$ cat config.mk
export PLATFORM = sky130hd
export DESIGN_NAME = slice_run_length_decoder_top
export DESIGN_NICKNAME = d
export VERILOG_FILES = /design/src/design/slrd_pkg.sv /design/src/design/slice_run_length_decoder_top.sv
export VERILOG_INCLUDE_DIRS = /design/src /design/src/design
export SDC_FILE = /design/constraint.sdc
export NUM_CORES = 1
export LEC_CHECK = 0
export BUFFER_PORTS_ARGS = -buffer_cell sky130_fd_sc_hd__buf_2
export CORE_ASPECT_RATIO = 0.6
export CORE_MARGIN = 2
export CORE_UTILIZATION = 35
export CTS_CLUSTER_SIZE = 28
export DETAILED_ROUTE_END_ITERATION = 10
export RECOVER_POWER = 50
export SYNTH_ARGS = -nofsm -noshare
export SYNTH_HDL_FRONTEND = slang
export SYNTH_SLANG_ARGS = --single-unit
$ cat constraint.sdc
create_clock -name clock -period 6.44 [get_ports clock]
set_input_delay 0.322 -clock clock [delete_from_list [all_inputs] [get_ports clock]]
set_output_delay 0.322 -clock clock [all_outputs]
set_load 0.05 [all_outputs]
$ cat src/design/slice_run_length_decoder_top_defines.svh
// Assertion macros used by the slice run-length decoder top module.
`ifndef SLICE_RUN_LENGTH_DECODER_TOP_DEFINES_SVH
`define SLICE_RUN_LENGTH_DECODER_TOP_DEFINES_SVH

`ifndef SYNTHESIS
// Checked property, switched off while reset is high.
`define SLRD_ASSERT(label, prop, msg) \
   label: assert property (@(posedge clock) disable iff (reset) (prop)) else $error(msg);
// Checked property that also holds across reset.
`define SLRD_ASSERT_ALWAYS(label, prop, msg) \
   label: assert property (@(posedge clock) (prop)) else $error(msg);
`else
`define SLRD_ASSERT(label, prop, msg)
`define SLRD_ASSERT_ALWAYS(label, prop, msg)
`endif

`endif

$ cat src/design/slrd_pkg.sv
// Types and constants of the slice run-length decoder.
package slrd_pkg;

   // Default bound on the slice width and height.
   localparam int DEFAULT_MAX_SLICE_SIDE = 4096;

   // Header layout: magic, width, height, id width, then one pad byte.
   localparam int MAGIC_LEN      = 4;
   localparam int WIDTH_END      = 8;
   localparam int HEIGHT_END     = 12;
   localparam int HDR_FIELDS_LEN = 16;

   // Magic bytes "FFSL", first byte in the lowest lane.
   localparam logic [3:0][7:0] MAGIC = {8'h4C, 8'h53, 8'h46, 8'h46};

   // Allowed id widths in bytes.
   localparam logic [7:0] ID_WIDTH_NARROW = 8'd1;
   localparam logic [7:0] ID_WIDTH_WIDE   = 8'd2;

   typedef enum logic [1:0] {
      KIND_RUN    = 2'd0,
      KIND_HEADER = 2'd1,
      KIND_ERROR  = 2'd2
   } kind_type;

   typedef enum logic [2:0] {
      ERR_NONE      = 3'd0,
      ERR_BAD_MAGIC = 3'd1,
      ERR_TOO_LARGE = 3'd2,
      ERR_ID_WIDTH  = 3'd3,
      ERR_OVERFLOW  = 3'd4,
      ERR_TRUNCATED = 3'd5
   } err_type;

endpackage

$ cat src/design/slice_run_length_decoder_top.sv
// Slice run-length decoder: header parser and run decoder, one byte per word.
//
// Usage: the input channel (req_*) carries one byte of a slice file per word,
// with req_final_byte marking the last byte available. The result channel
// (rsp_*) carries at most one word per input byte: a header-accepted word
// after the pad byte, a run word after each count byte, or an error word.
// Pipeline: a byte is held in the input register and its result in the result register.
// Throughput: one byte per cycle unless rsp_stall holds a waiting result; the decode
// of a byte is a single pass of logic between the input register and the result
// register, and the only multiplier in that pass is the width times height one.
// Reset: synchronous, clears both pipeline registers and all parse state;
// the first byte after reset must start a header.
// Stall: when rsp_stall holds a waiting result, the byte in the input
// register waits too and req_stall rises; bytes that give no result still
// pass. Up to two words sit in the block while the receiver stalls.
`include "slice_run_length_decoder_top_defines.svh"

module slice_run_length_decoder_top
   import slrd_pkg::*;
#(
   parameter int MAX_SLICE_SIDE = DEFAULT_MAX_SLICE_SIDE,
   localparam int SIDE_W = $clog2(MAX_SLICE_SIDE + 1),
   localparam longint MAX_CELLS = longint'(MAX_SLICE_SIDE) * longint'(MAX_SLICE_SIDE),
   localparam int CELL_W = $clog2(MAX_CELLS + 1)
) (
   input  logic              clock,
   input  logic              reset,
   input  logic              req_valid,
   output logic              req_stall,
   input  logic [7:0]        req_stream_byte,
   input  logic              req_final_byte,
   output logic              rsp_valid,
   input  logic              rsp_stall,
   output logic [1:0]        rsp_kind,
   output logic [15:0]       rsp_material_id,
   output logic [7:0]        rsp_run_length,
   output logic [CELL_W-1:0] rsp_run_start,
   output logic [SIDE_W-1:0] rsp_slice_width,
   output logic [SIDE_W-1:0] rsp_slice_height,
   output logic              rsp_slice_done,
   output logic [15:0]       rsp_max_material,
   output logic [2:0]        rsp_error_code
);

   typedef enum logic [1:0] {
      PH_HEADER,
      PH_RUNS,
      PH_DRAIN
   } phase_type;

   // Input register.
   logic       in_vld_ff;
   logic [7:0] in_byte_ff;
   logic       in_final_ff;

   // Parse state.
   phase_type   phase_ff, phase_in;
   logic [4:0]  hdr_cnt_ff, hdr_cnt_in;
   logic [31:0] width_ff, width_in;
   logic [31:0] height_ff, height_in;
   logic        wide_ff, wide_in;
   logic        idbad_ff, idbad_in;
   logic [CELL_W-1:0] cells_ff, cells_in;
   logic [CELL_W-1:0] pos_ff, pos_in;
   logic [15:0] pend_ff, pend_in;
   logic [1:0]  idph_ff, idph_in;
   logic [15:0] largest_ff, largest_in;

   // Result register.
   logic              rsp_vld_ff;
   kind_type          rsp_kind_ff;
   logic [15:0]       rsp_id_ff;
   logic [7:0]        rsp_len_ff;
   logic [CELL_W-1:0] rsp_start_ff;
   logic [SIDE_W-1:0] rsp_width_ff;
   logic [SIDE_W-1:0] rsp_height_ff;
   logic              rsp_done_ff;
   logic [15:0]       rsp_max_ff;
   err_type           rsp_err_ff;

   // Result of the byte in the input register.
   logic              res_vld;
   kind_type          res_kind;
   logic [15:0]       res_id;
   logic [CELL_W-1:0] res_start;
   logic              res_done;
   err_type           res_err;
   logic              err_hit;
   err_type           err_code;
   logic              pad_byte;

   logic              advance;
   logic [2*SIDE_W-1:0] cell_product;
   logic [31:0]       pos_sum;
   logic [31:0]       left_diff;
   logic              run_fits;
   logic              run_ends;

   // The byte moves on when its result has room or it gives no result.
   assign advance   = in_vld_ff && (!res_vld || !rsp_vld_ff || !rsp_stall);
   assign req_stall = in_vld_ff && !advance;

   // Cell count of the slice, from the bounded width and height.
   assign cell_product = (2*SIDE_W)'(width_ff[SIDE_W-1:0]) *
                         (2*SIDE_W)'(height_ff[SIDE_W-1:0]);

   // Run arithmetic on the count byte.
   assign run_fits  = 32'(in_byte_ff) <= 32'(cells_ff);
   assign run_ends  = 32'(in_byte_ff) == 32'(cells_ff);
   assign pos_sum   = 32'(pos_ff) + 32'(in_byte_ff);
   assign left_diff = 32'(cells_ff) - 32'(in_byte_ff);

   // Decode of one byte.
   always_comb begin
      phase_in   = phase_ff;
      hdr_cnt_in = hdr_cnt_ff;
      width_in   = width_ff;
      height_in  = height_ff;
      wide_in    = wide_ff;
      idbad_in   = idbad_ff;
      cells_in   = cells_ff;
      pos_in     = pos_ff;
      pend_in    = pend_ff;
      idph_in    = idph_ff;
      largest_in = largest_ff;
      res_vld    = 1'b0;
      res_kind   = KIND_RUN;
      res_id     = '0;
      res_start  = '0;
      res_done   = 1'b0;
      res_err    = ERR_NONE;
      err_hit    = 1'b0;
      err_code   = ERR_NONE;
      pad_byte   = 1'b0;

      unique case (phase_ff)
         PH_DRAIN: begin
            // Skip bytes until the end of the stream.
            if (in_final_ff) begin
               phase_in = PH_HEADER;
            end
         end
         PH_RUNS: begin
            case (idph_ff)
               2'd0: begin
                  pend_in = {8'd0, in_byte_ff};
                  idph_in = wide_ff ? 2'd1 : 2'd2;
               end
               2'd1: begin
                  pend_in[15:8] = in_byte_ff;
                  idph_in       = 2'd2;
               end
               default: begin
                  // Count byte: place the run or flag an overflow.
                  idph_in = 2'd0;
                  if (!run_fits) begin
                     err_hit  = 1'b1;
                     err_code = ERR_OVERFLOW;
                  end else begin
                     pos_in    = pos_sum[CELL_W-1:0];
                     cells_in  = left_diff[CELL_W-1:0];
                     if (in_byte_ff != 8'd0 && pend_ff > largest_ff) begin
                        largest_in = pend_ff;
                     end
                     res_vld   = 1'b1;
                     res_kind  = KIND_RUN;
                     res_id    = pend_ff;
                     res_start = pos_ff;
                     res_done  = run_ends;
                     if (run_ends) begin
                        phase_in   = in_final_ff ? PH_HEADER : PH_DRAIN;
                        hdr_cnt_in = '0;
                     end else if (in_final_ff) begin
                        res_err    = ERR_TRUNCATED;
                        phase_in   = PH_HEADER;
                        hdr_cnt_in = '0;
                     end
                  end
               end
            endcase
            if (idph_ff != 2'd2 && idph_ff != 2'd3 && in_final_ff) begin
               err_hit  = 1'b1;
               err_code = ERR_TRUNCATED;
            end
         end
         default: begin
            // A new file clears everything it owns.
            if (hdr_cnt_ff == '0) begin
               width_in   = '0;
               height_in  = '0;
               wide_in    = 1'b0;
               idbad_in   = 1'b0;
               cells_in   = '0;
               pos_in     = '0;
               pend_in    = '0;
               idph_in    = '0;
               largest_in = '0;
            end
            if (hdr_cnt_ff < 5'(MAGIC_LEN)) begin
               if (in_byte_ff != MAGIC[hdr_cnt_ff[1:0]]) begin
                  err_hit  = 1'b1;
                  err_code = ERR_BAD_MAGIC;
               end
            end else if (hdr_cnt_ff < 5'(WIDTH_END)) begin
               width_in[{hdr_cnt_ff[1:0], 3'b000} +: 8] = in_byte_ff;
            end else if (hdr_cnt_ff < 5'(HEIGHT_END)) begin
               height_in[{hdr_cnt_ff[1:0], 3'b000} +: 8] = in_byte_ff;
            end else if (hdr_cnt_ff < 5'(HDR_FIELDS_LEN)) begin
               // Id width: only 1 or 2 in the low byte, upper bytes zero.
               if (hdr_cnt_ff == 5'(HEIGHT_END)) begin
                  wide_in = (in_byte_ff == ID_WIDTH_WIDE);
                  if (in_byte_ff != ID_WIDTH_NARROW && in_byte_ff != ID_WIDTH_WIDE) begin
                     idbad_in = 1'b1;
                  end
               end else if (in_byte_ff != 8'd0) begin
                  idbad_in = 1'b1;
               end
               if (hdr_cnt_ff == 5'(HDR_FIELDS_LEN - 1)) begin
                  if (width_ff > 32'(MAX_SLICE_SIDE) || height_ff > 32'(MAX_SLICE_SIDE)) begin
                     err_hit  = 1'b1;
                     err_code = ERR_TOO_LARGE;
                  end else if (idbad_in) begin
                     err_hit  = 1'b1;
                     err_code = ERR_ID_WIDTH;
                  end
               end
            end else begin
               // Pad byte: the header is complete.
               pad_byte   = 1'b1;
               cells_in   = cell_product[CELL_W-1:0];
               pos_in     = '0;
               idph_in    = '0;
               hdr_cnt_in = '0;
               res_vld    = 1'b1;
               res_kind   = KIND_HEADER;
               if (width_ff == '0 || height_ff == '0) begin
                  res_done = 1'b1;
                  phase_in = in_final_ff ? PH_HEADER : PH_DRAIN;
               end else if (in_final_ff) begin
                  res_err  = ERR_TRUNCATED;
                  phase_in = PH_HEADER;
               end else begin
                  phase_in = PH_RUNS;
               end
            end
            if (!pad_byte && !err_hit) begin
               hdr_cnt_in = hdr_cnt_ff + 5'd1;
               if (in_final_ff) begin
                  err_hit  = 1'b1;
                  err_code = ERR_TRUNCATED;
               end
            end
         end
      endcase

      // An error ends the file and gives an error-only word.
      if (err_hit) begin
         res_vld    = 1'b1;
         res_kind   = KIND_ERROR;
         res_id     = '0;
         res_start  = pos_in;
         res_done   = 1'b0;
         res_err    = err_code;
         phase_in   = in_final_ff ? PH_HEADER : PH_DRAIN;
         hdr_cnt_in = '0;
      end
   end

   // Input register.
   always_ff @(posedge clock) begin
      if (reset) begin
         in_vld_ff <= 1'b0;
      end else if (req_valid && !req_stall) begin
         in_vld_ff <= 1'b1;
      end else if (advance) begin
         in_vld_ff <= 1'b0;
      end
      if (req_valid && !req_stall) begin
         in_byte_ff  <= req_stream_byte;
         in_final_ff <= req_final_byte;
      end
   end

   // Parse state, updated when the byte moves on.
   always_ff @(posedge clock) begin
      if (reset) begin
         phase_ff   <= PH_HEADER;
         hdr_cnt_ff <= '0;
         width_ff   <= '0;
         height_ff  <= '0;
         wide_ff    <= 1'b0;
         idbad_ff   <= 1'b0;
         cells_ff   <= '0;
         pos_ff     <= '0;
         pend_ff    <= '0;
         idph_ff    <= '0;
         largest_ff <= '0;
      end else if (advance) begin
         phase_ff   <= phase_in;
         hdr_cnt_ff <= hdr_cnt_in;
         width_ff   <= width_in;
         height_ff  <= height_in;
         wide_ff    <= wide_in;
         idbad_ff   <= idbad_in;
         cells_ff   <= cells_in;
         pos_ff     <= pos_in;
         pend_ff    <= pend_in;
         idph_ff    <= idph_in;
         largest_ff <= largest_in;
      end
   end

   // Result register.
   always_ff @(posedge clock) begin
      if (reset) begin
         rsp_vld_ff <= 1'b0;
      end else if (advance && res_vld) begin
         rsp_vld_ff <= 1'b1;
      end else if (!rsp_stall) begin
         rsp_vld_ff <= 1'b0;
      end
      if (advance && res_vld) begin
         rsp_kind_ff   <= res_kind;
         rsp_id_ff     <= res_id;
         rsp_len_ff    <= (res_kind == KIND_RUN) ? in_byte_ff : 8'd0;
         rsp_start_ff  <= res_start;
         rsp_width_ff  <= width_in[SIDE_W-1:0];
         rsp_height_ff <= height_in[SIDE_W-1:0];
         rsp_done_ff   <= res_done;
         rsp_max_ff    <= largest_in;
         rsp_err_ff    <= res_err;
      end
   end

   assign rsp_valid        = rsp_vld_ff;
   assign rsp_kind         = rsp_kind_ff;
   assign rsp_material_id  = rsp_id_ff;
   assign rsp_run_length   = rsp_len_ff;
   assign rsp_run_start    = rsp_start_ff;
   assign rsp_slice_width  = rsp_width_ff;
   assign rsp_slice_height = rsp_height_ff;
   assign rsp_slice_done   = rsp_done_ff;
   assign rsp_max_material = rsp_max_ff;
   assign rsp_error_code   = rsp_err_ff;

   // A run word only ever carries no error or a truncation.
   `SLRD_ASSERT(a_run_err, rsp_vld_ff && rsp_kind_ff == KIND_RUN |-> rsp_err_ff == ERR_NONE || rsp_err_ff == ERR_TRUNCATED, "run word with a content error")
   // An error-only word never closes the slice and carries no run.
   `SLRD_ASSERT(a_err_word, rsp_vld_ff && rsp_kind_ff == KIND_ERROR |-> !rsp_done_ff && rsp_len_ff == 8'd0 && rsp_err_ff != ERR_NONE, "malformed error word")
   // While runs are decoded the slice still has cells to cover.
   `SLRD_ASSERT(a_runs_cells, phase_ff == PH_RUNS |-> cells_ff != '0, "run phase with no cells left")
   // The header counter never runs past the pad byte.
   `SLRD_ASSERT(a_hdr_cnt, hdr_cnt_ff <= 5'(HDR_FIELDS_LEN), "header byte count out of range")
   // Reset empties both pipeline registers.
   `SLRD_ASSERT_ALWAYS(a_reset_empty, reset |=> !rsp_vld_ff && !in_vld_ff, "pipeline not empty after reset")

endmodule

After elaboration in Yosys (flattened, before gate mapping)
Cells that the tools add are included.
Widths: inputs -> output; s select.
{ "classes": {"n_mul": 1, "n_div": 0, "n_lt_le_gt_ge": 9, "mux": 162, "n_shift": 2, "add_sub_neg": 4, "n_reduce_logical": 38, "eq_ne": 29, "bitwise": 4} }
{ "ops": {"columns": ["cell", "n"], "rows": [
  ["$mux 25", 18],
  ["$mux 32", 9],
  ["$pmux 25 s2", 2],
  ["$mux 16", 5],
  ["$bwmux 32", 2],
  ["$gt 32x13->1 const B", 2],
  ["$logic_not 32->1", 2],
  ["$pmux 16 s2", 2],
  ["$mux 1", 59],
  ["$mux 5", 10],
  ["$mux 2", 24],
  ["$mux 3", 16],
  ["$ne 4x2->1 const B", 8],
  ["$shift 8x7->32 const A", 1],
  ["$shiftx 8x7->32", 1],
  ["$mux 13", 2],
  ["$add 25x8->25", 1],
  ["$eq 8x25->1", 1],
  ["$le 8x25->1", 1],
  ["$mul 13x13->25", 1],
  ["$sub 25x8->25", 1],
  ["$bmux 8 s2", 1],
  ["$gt 16x16->1", 1],
  ["$mux 8", 2],
  ["other kinds (37)", 77]
]} }
{ "word_totals": {"regBits": 265, "mem_count": 0, "ramBits": 0, "wordCells": 276, "latchBits": 0, "romBits": 0, "output_inout_bits": 99, "in_bits": 13} }

Depth between registers and ports, before layout
Gate-level depths: netlist of the first run.
{ "logic_depth": {"word_depth": 31, "mapped_depth": 22, "ltp_nobuf": 21} }

Least setup slack after synthesis of the first run
No wires, ideal clock.
{ "synth_path": {"kind": "reg-to-reg", "from": "reg height_ff[6]", "to": "reg cells_ff[24]", "required_time_ns": 6.320, "setup_time_ns": 0.120, "synth_period_minus_slack_ns": 5.508, "path_buffers": 1, "path_stages_with_launch": 21, "slack_ns": 0.932, "arrival_ns": 5.388, "path_cell_list": "dfxtp_1 > clkbuf_1 > nand2_1 > fa_1 > fa_1 > fa_1 > inv_1 > fa_1 > inv_1 > fa_1 > inv_1 > ha_1 > nand2_1 > o21ai_0 > o21ai_0 > a221oi_1 > a41oi_1 > a211oi_1 > mux2i_1 > o211ai_1 > nand2_1"} }
{ "synth_via": {"elab_chain_len": 19, "word_cells_on_any_way": 26, "cone_classes": "1 x mul; 1 x order compare; 16 x mux; 8 x reduce/logical"} }
{ "synth_rtl": {"columns": ["element", "line_no", "source"], "rows": [
  ["start: declaration", "slice_run_length_decoder_top.sv:60", "logic [31:0] height_ff, height_in;"],
  ["start signal: assignment", "slice_run_length_decoder_top.sv:302", "height_ff <= height_in;"],
  ["$gt 32x13->1", "slice_run_length_decoder_top.sv:219", "if (width_ff > 32'(MAX_SLICE_SIDE) || height_ff > 32'(MAX_SLICE_SIDE)) begin"],
  ["$logic_or 1x1->1", "slice_run_length_decoder_top.sv:219", null],
  ["$mux 1", "slice_run_length_decoder_top.sv:219", null],
  ["$mux 1", "slice_run_length_decoder_top.sv:218", "if (hdr_cnt_ff == 5'(HDR_FIELDS_LEN - 1)) begin"],
  ["$mux 1", "slice_run_length_decoder_top.sv:208", "end else if (hdr_cnt_ff < 5'(HDR_FIELDS_LEN)) begin"],
  ["$mux 1", "slice_run_length_decoder_top.sv:206", "end else if (hdr_cnt_ff < 5'(HEIGHT_END)) begin"],
  ["$mux 1", "slice_run_length_decoder_top.sv:204", "end else if (hdr_cnt_ff < 5'(WIDTH_END)) begin"],
  ["$mux 1", "slice_run_length_decoder_top.sv:199", "if (hdr_cnt_ff < 5'(MAGIC_LEN)) begin"],
  ["[2 not listed]", null, null],
  ["$logic_and 1x1->1", "slice_run_length_decoder_top.sv:246", "if (!pad_byte && !err_hit) begin"],
  ["$mux 1", "slice_run_length_decoder_top.sv:246", null],
  ["$pmux 1 s2", "slice_run_length_decoder_top.sv:136", "unique case (phase_ff)"],
  ["$mux 1", "slice_run_length_decoder_top.sv:257", "if (err_hit) begin"],
  ["$logic_not 1->1", "slice_run_length_decoder_top.sv:100", "assign advance = in_vld_ff && (!res_vld || !rsp_vld_ff || !rsp_stall);"],
  ["$logic_or 1x1->1 (2 in series)", "slice_run_length_decoder_top.sv:100", null],
  ["$logic_and 1x1->1", "slice_run_length_decoder_top.sv:100", null],
  ["$reduce_and 4->1 (no source line)", null, null],
  ["end signal: assignment", "slice_run_length_decoder_top.sv:305", "cells_ff <= cells_in;"],
  ["end: declaration", "slice_run_length_decoder_top.sv:63", "logic [CELL_W-1:0] cells_ff, cells_in;"]
]} }
Parallel ways exist; a longest one is shown, timed or not. The select of a mux whose other input is x is not followed.
A chain may end at the register's enable or synchronous reset.

Final worst setup path of the first run
{ "layout_path": {"from": "reg width_ff[7]", "to": "reg cells_ff[24]"} }
{ "layout_via": {"elab_chain_len": 19, "word_cells_on_any_way": 26, "cone_classes": "1 x mul; 1 x order compare; 16 x mux; 8 x reduce/logical"} }
{ "layout_rtl": {"columns": ["element", "line_no", "source"], "rows": [
  ["start: declaration", "slice_run_length_decoder_top.sv:59", "logic [31:0] width_ff, width_in;"],
  ["start signal: assignment", "slice_run_length_decoder_top.sv:301", "width_ff <= width_in;"],
  ["$gt 32x13->1", "slice_run_length_decoder_top.sv:219", null],
  ["$logic_or 1x1->1", "slice_run_length_decoder_top.sv:219", null],
  ["$mux 1", "slice_run_length_decoder_top.sv:219", null],
  ["$mux 1", "slice_run_length_decoder_top.sv:218", null],
  ["$mux 1", "slice_run_length_decoder_top.sv:208", null],
  ["$mux 1", "slice_run_length_decoder_top.sv:206", null],
  ["$mux 1", "slice_run_length_decoder_top.sv:204", null],
  ["$mux 1", "slice_run_length_decoder_top.sv:199", null],
  ["[2 not listed]", null, null],
  ["$logic_and 1x1->1", "slice_run_length_decoder_top.sv:246", null],
  ["$mux 1", "slice_run_length_decoder_top.sv:246", null],
  ["$pmux 1 s2", "slice_run_length_decoder_top.sv:136", null],
  ["$mux 1", "slice_run_length_decoder_top.sv:257", null],
  ["$logic_not 1->1", "slice_run_length_decoder_top.sv:100", null],
  ["$logic_or 1x1->1 (2 in series)", "slice_run_length_decoder_top.sv:100", null],
  ["$logic_and 1x1->1", "slice_run_length_decoder_top.sv:100", null],
  ["$reduce_and 4->1 (no source line)", null, null]
]} }
Parallel ways exist; a longest one is shown, timed or not. The select of a mux whose other input is x is not followed.

==> flow_summary.toml, run 1 <==
[routing]
viasPerCell = 5.48
dr.pass1.iters = 5
drc = 0
wl_um = 56100
ant_nets = 0
detail_route.wl_per_cell_um = 19.7
drtIter0Drc = 1514
vias = 15600

[job]
cap_violations = 3

[global_routing]
gr-total-overflow = 0
antenna_found_initial = 0
grt_pass1_vias = 15200
grt.total_usage_pct = 20.4
grt_start_max_net_pins = 53
grt_pass1_wl_um = 87900

[placed_design]
placed_cell_area_sq_um = 19900
place_inst = 2790
globalplace.congestion = 0.901
port-buffer-count = 111
hpwl_um = 42000

[worst_setup_path]
cp_slowest_cell = "a221oi_1"
worst_path_most_repeated_cell = "fa_1"
end_kind = "register"
required_ns = 6.96
cp_max_fo = 13
worstPathCellList = "and2_1 -> fa_1 -> inv_1 -> fa_1 -> inv_1 -> fa_1 -> inv_1 -> fa_1 -> fa_1 -> inv_1 -> ha_1 -> o21ai_0 -> nor2_1 -> o21ai_0 -> a221oi_1 -> a41oi_1 -> a211oi_1 -> mux2i_1 -> o211ai_1 -> nand2_1"
critPathKind = "register to register"
cp_slowest_stage_delay_ns = 0.61
worstPathArrival_ns = 6.65
critPathBufInv = 4
crit_family = "adder cells"
start_kind = "register"

[timing]
setup_viol = 0
final.period_utilization_pct = 95.1
rsz0062_at_grt = "false"
min_period_ns = 6.12
max_freq_ghz = 0.163
worstMarginPinSlew_ns = 1.68
slew_headroom_pct = -13.2
maxSlewViolCount = 19
setup_tns_ns = 0
skew_ns = 0.0359
hold_violations = 0

[power]
p_clk_share_pct = 42.4
sw_frac_of_total_pct = 27.3
p_per_area_nw_per_um2 = 189
p_comb_share_pct = 10.9
cellLeakagePower_uw = 0.00864
netSwitchingPower_uw = 1070
seqPwrFrac_pct = 46.7
ir_drop_mv = 0.220
p_int_uw = 2850

[layout]
diodes = 0
fin_area_sq_um = 20800
fin_cells = 2850
fillers = 5258
drive_above_1_share_pct = 5.73
layout_commonest_cell = "inv_1"
final_cell_mix = "inv_1, nand2_1, dfxtp_1"
fin_nets = 2368
syn2layout_area_growth_pct = 11.9

[clock_tree]
clock_latency_ns = 0.59
clkTransAtPathRegs_ns = 0.07
cts_root_buf = "clkbuf_16"
numClockSinks = 265
cts_made_buffers = 27
cts_htree_levels = 1
cts_resized = 0
cts_tree = "built"
clk_path_buf_depth = 3
postCtsSetupRepairBufs = 0
hold_buffers = 10

[yosys]
synth_top_cell_area_share_pct = 17.2
yosys.area.top_type = "dfxtp_1"
ys_warn_count = 0
synth_seq_area_share_pct = 34.3
synth_cell_types = 84
syn-num-nets = 2273
ys_ff_latch = 265
synthFlopType = "dfxtp_1"
syn_inst = 2031
async_flop_share_pct = 0
synth_edf_count = 106
avgSynthCellArea_sq_um = 9.13
ys_top_cells_by_area = "dfxtp_1, edfxtp_1, fa_1"
syn-cell-area_sq_um = 18600

[die]
die_x_um = 301
initial_core_util_pct = 35.4
die_h_um = 182
ios = 112
die-area_sq_um = 54900
coreArea_sq_um = 52500
rows = 65

[hold_path]
hold_path_class = "primary input to register"

[status]
status = "finished with violations"
violations = "capacitance limit, slew limit"
layer usage:
metal  global-route usage (%)  up-vias  routed length [um]
li1                         -     7202                   -
met1                     32.0     7724               27900
met2                     28.1      625               22200
met3                     4.64       66                5090
met4                     3.84        0                 940
met5                        0        -                   0
worst reg2reg max path, stage by stage (launching register included):
cell and delay [ns]:
dfxtp_1 0.49, and2_1 0.28, fa_1 0.47, inv_1 0.05, fa_1 0.52, inv_1 0.05
fa_1 0.49, inv_1 0.05, fa_1 0.47, fa_1 0.56, inv_1 0.04, ha_1 0.33
o21ai_0 0.10, nor2_1 0.22, o21ai_0 0.25, a221oi_1 0.61, a41oi_1 0.31, a211oi_1 0.32
mux2i_1 0.24, o211ai_1 0.11, nand2_1 0.08
synthesized netlist by cell type, types with 15 or more instances:
cell      number
a211oi_1      15
a21o_1        19
a21oi_1       89
a22o_1        40
a22oi_1       34
and2_1       114
and3_1        17
buf_2         16
clkbuf_1      77
dfxtp_1      159
edfxtp_1     106
fa_1         122
ha_1         107
inv_1        252
mux2i_1       33
nand2_1      210
nand3_1       50
nand4_1       16
nor2_1       129
nor3_1        43
nor4_1        30
o21ai_0       93
xnor2_1       19
logic make-up after synthesis:
logic type | count (synthesis) | share of synthesized area, %
AOI/OAI and AO/OA | 428 | 16.0
and+or+nand+nor | 685 | 18.4
DFF | 265 | 34.3
xor gates and xnor gates | 30 | 1.42
muxes | 33 | 1.78
adders and majority gates | 229 | 20.4
buffers and inverters | 361 | 7.76
area by class of cell:
class                      instances  area, sq um  area share, %
inverter                         255          961           4.63
clock buffer                      43          778           3.75
clock inverter                     7          128          0.615
timing repair buffer             172          915           4.41
sequential                       265         6370           30.7
multi-input combinational       1405        10700           51.7
tap                              703          880           4.24
power by group through the flow:
stage	Sequential (uW)	Clock (uW)	Combinational (uW)
after CTS	1830	1700	432
after global routing	1840	1760	454
after detailed placement	1870	0	426
final	1830	1660	427
after floorplan	1960	0	204
after global placement	1870	0	420
worst paths after layout:
| kind | from | to | slack [ns] | cells after the start |
|---|---|---|---|---|
| setup reg to reg | width_ff[7] | cells_ff[24] | 0.32 | 20 |
| setup / recovery | width_ff[7] | cells_ff[24] | 0.32 | 20 |
| hold / removal | rsp_stall | rsp_valid | 0.15 | 3 |
| hold reg to reg | width_ff[17] | width_ff[17] | 0.46 | 2 |
registers in the layout, summed over array words and instances, names as in the netlist, 5 cells and up:
register          cells
rsp_run_length        8
rsp_max_material     16
in_byte_ff            8
hdr_cnt_ff            5
pos_ff               25
rsp_run_start        25
rsp_slice_width      13
width_ff             32
rsp_slice_height     13
pend_ff              16
rsp_material_id      16
height_ff            32
cells_ff             25
largest_ff           16
metrics by stage:
stage               setup slack, ns  hold WS (ns)  total power, uW  util [%]
floorplan                     0.932         0.421             2170         -
global placement              0.485         0.442             2290      38.0
detailed placement            0.406         0.449             2290      38.0
CTS                           0.375         0.120             3960      39.9
global route                 0.0103         0.143             4060      39.6
finish                        0.315         0.145             3920      39.6
Power figures use the tool's default switching activity.
==> inputs of run 2 (changes only) <==
CAP_MARGIN = 20   (was default)
clock period = 5.4 ns   (was 6.44 ns; I/O delays follow)
==> flow_summary.toml, run 2 (synthesized netlist as in run 1, its figures left out) <==
[status]
status = "finished with violations"
violations = "capacitance limit, slew limit"

[power]
cellLeakagePower_uw = 0.00914
p_clk_share_pct = 42.8
p_comb_share_pct = 11.2
netSwitchingPower_uw = 1330
seqPwrFrac_pct = 46.0
sw_frac_of_total_pct = 28.2
p_per_area_nw_per_um2 = 215
p_int_uw = 3380
ir_drop_mv = 0.225

[routing]
dr.pass1.iters = 6
detail_route.wl_per_cell_um = 19.4
drc = 0
viasPerCell = 5.43
vias = 15900
drtIter0Drc = 1527
ant_nets = 0
wl_um = 56800

[placed_design]
globalplace.congestion = 0.908
hpwl_um = 42100
port-buffer-count = 111
place_inst = 2857

[layout]
drive_above_1_share_pct = 13.9
diodes = 0
layout_commonest_cell = "inv_1"
reg_top3 = "height_ff: 32 flops, width_ff: 32 flops"
final_cell_mix = "inv_1, nand2_1, dfxtp_1"
fin_cells = 2932
fin_nets = 2449
syn2layout_area_growth_pct = 18.4
final_util_pct = 41.9

[worst_setup_path]
end_kind = "register"
start_kind = "register"
worstPathCellList = "buf_8 -> and2_4 -> fa_1 -> inv_2 -> fa_1 -> inv_2 -> fa_1 -> fa_1 -> inv_2 -> fa_1 -> inv_2 -> ha_4 -> a21o_1 -> a21o_1 -> a21oi_1 -> inv_1 -> or3_1 -> o211ai_1 -> a21oi_1 -> xor2_1 -> o2bb2ai_1"
worst_path_most_repeated_cell = "fa_1"
required_ns = 5.86
regToRegSetupSlack_ns = 0.06
critPathKind = "register to register"
critPathBufInv = 6
cp_slowest_stage_delay_ns = 0.56
crit_family = "adder cells"
ff2ff_path_depth = 21
cp_max_fo = 6
cp_slowest_cell = "fa_1"
worstPathArrival_ns = 5.80
crit_cells = 21

[clock_tree]
cts_made_buffers = 28
clock_latency_ns = 0.61
cts_root_buf = "clkbuf_16"
clk_path_buf_depth = 3
clkTransAtPathRegs_ns = 0.07
cts_htree_levels = 1
numClockSinks = 265
cts_tree = "built"

[global_routing]
antenna_found_initial = 0
grt_pass1_wl_um = 89400
grt_start_max_net_pins = 74
gr-total-overflow = 0
grt.total_usage_pct = 20.6
grt_pass1_vias = 15600

[die]
rows = 65
coreArea_sq_um = 52500
die-area_sq_um = 54900
initial_core_util_pct = 35.4
die_x_um = 301
die_h_um = 182
ios = 112

[timing]
hold_ws_ns = 0.0691
min_period_ns = 5.34
max_freq_ghz = 0.187
maxSlewViolCount = 9
skew_ns = 0.0510
rsz0062_at_grt = "true"
setup_viol = 0
hold_violations = 0
final.period_utilization_pct = 98.9
setup_tns_ns = 0
slew_headroom_pct = -14.2
worstMarginPinSlew_ns = 1.70

[hold_path]
hold_path_class = "primary input to register"
hold_depth = 3

[job]
cap_violations = 1
run 2: cell count changes in the layout (fill, tap and decap cells not counted), sizes merged, moves of 2 or more:
cell	before	now
clkbuf	147	144
buf	58	135
clkinv	5	12
clkinvlp	1	3
run 2: through the flow:
stage | cell area, sq um | power [uW] | setup WS (ns)
after floorplan | 18600 | 2580 | 0.0140
after global placement | 20500 | 2730 | -0.214
after detailed placement | 20500 | 2740 | -0.254
after CTS | 21600 | 4760 | -0.0111
after global routing | 22000 | 4870 | -0.102
final | 22000 | 4710 | 0.0590
run 2: power groups by stage:
stage / logic, uW / registers [uW] / clock network, uW
after floorplan: 243 / 2340 / 0
after global placement: 515 / 2220 / 0
after detailed placement: 522 / 2220 / 0
after CTS: 530 / 2170 / 2060
after global routing: 557 / 2180 / 2140
final: 525 / 2170 / 2020
run 2: path summary, 6_finish.rpt:
path                 from            to
max          height_ff[7]  cells_ff[23]
min reg2reg  width_ff[16]  width_ff[16]
max reg2reg  height_ff[7]  cells_ff[23]
min             rsp_stall     rsp_valid
run 2: worst register-to-register path: cells and delay by family (launching register included):
kind | cells | cell delay, ns
buffers and inverters | 6 | 0.37
and+or+nand+nor | 2 | 0.51
xor gates and xnor gates | 1 | 0.17
DFF | 1 | 0.36
adders and majority gates | 6 | 2.81
AOI/OAI and AO/OA | 6 | 0.96
run 2: final cells by class:
cell class	count	area, sq um
inverter	255	962
tap	703	880
sequential	265	6430
multi-input combinational	1405	11100
timing repair buffer	252	1620
fill	5166	30500
clock inverter	14	160
clock buffer	38	788
run 2: timing repair:
item / 4_1_cts / 5_1_grt
setup buffers: 0 / 13
pin swaps: 4 / 73
endpoints found under the hold margin: 10 / 0
resized for setup: 27 / 111
hold buffers: 10 / 0
setup endpoints to repair: 9 / 11
run 2: routing by layer:
layer  GRT usage [%]  wire, um  vias up
li1                -         -     7373
met1            31.6     28000     7844
met2            28.9     22700      613
met3            4.74      4740       84
met4            4.70      1300        2
met5            1.85       141        -
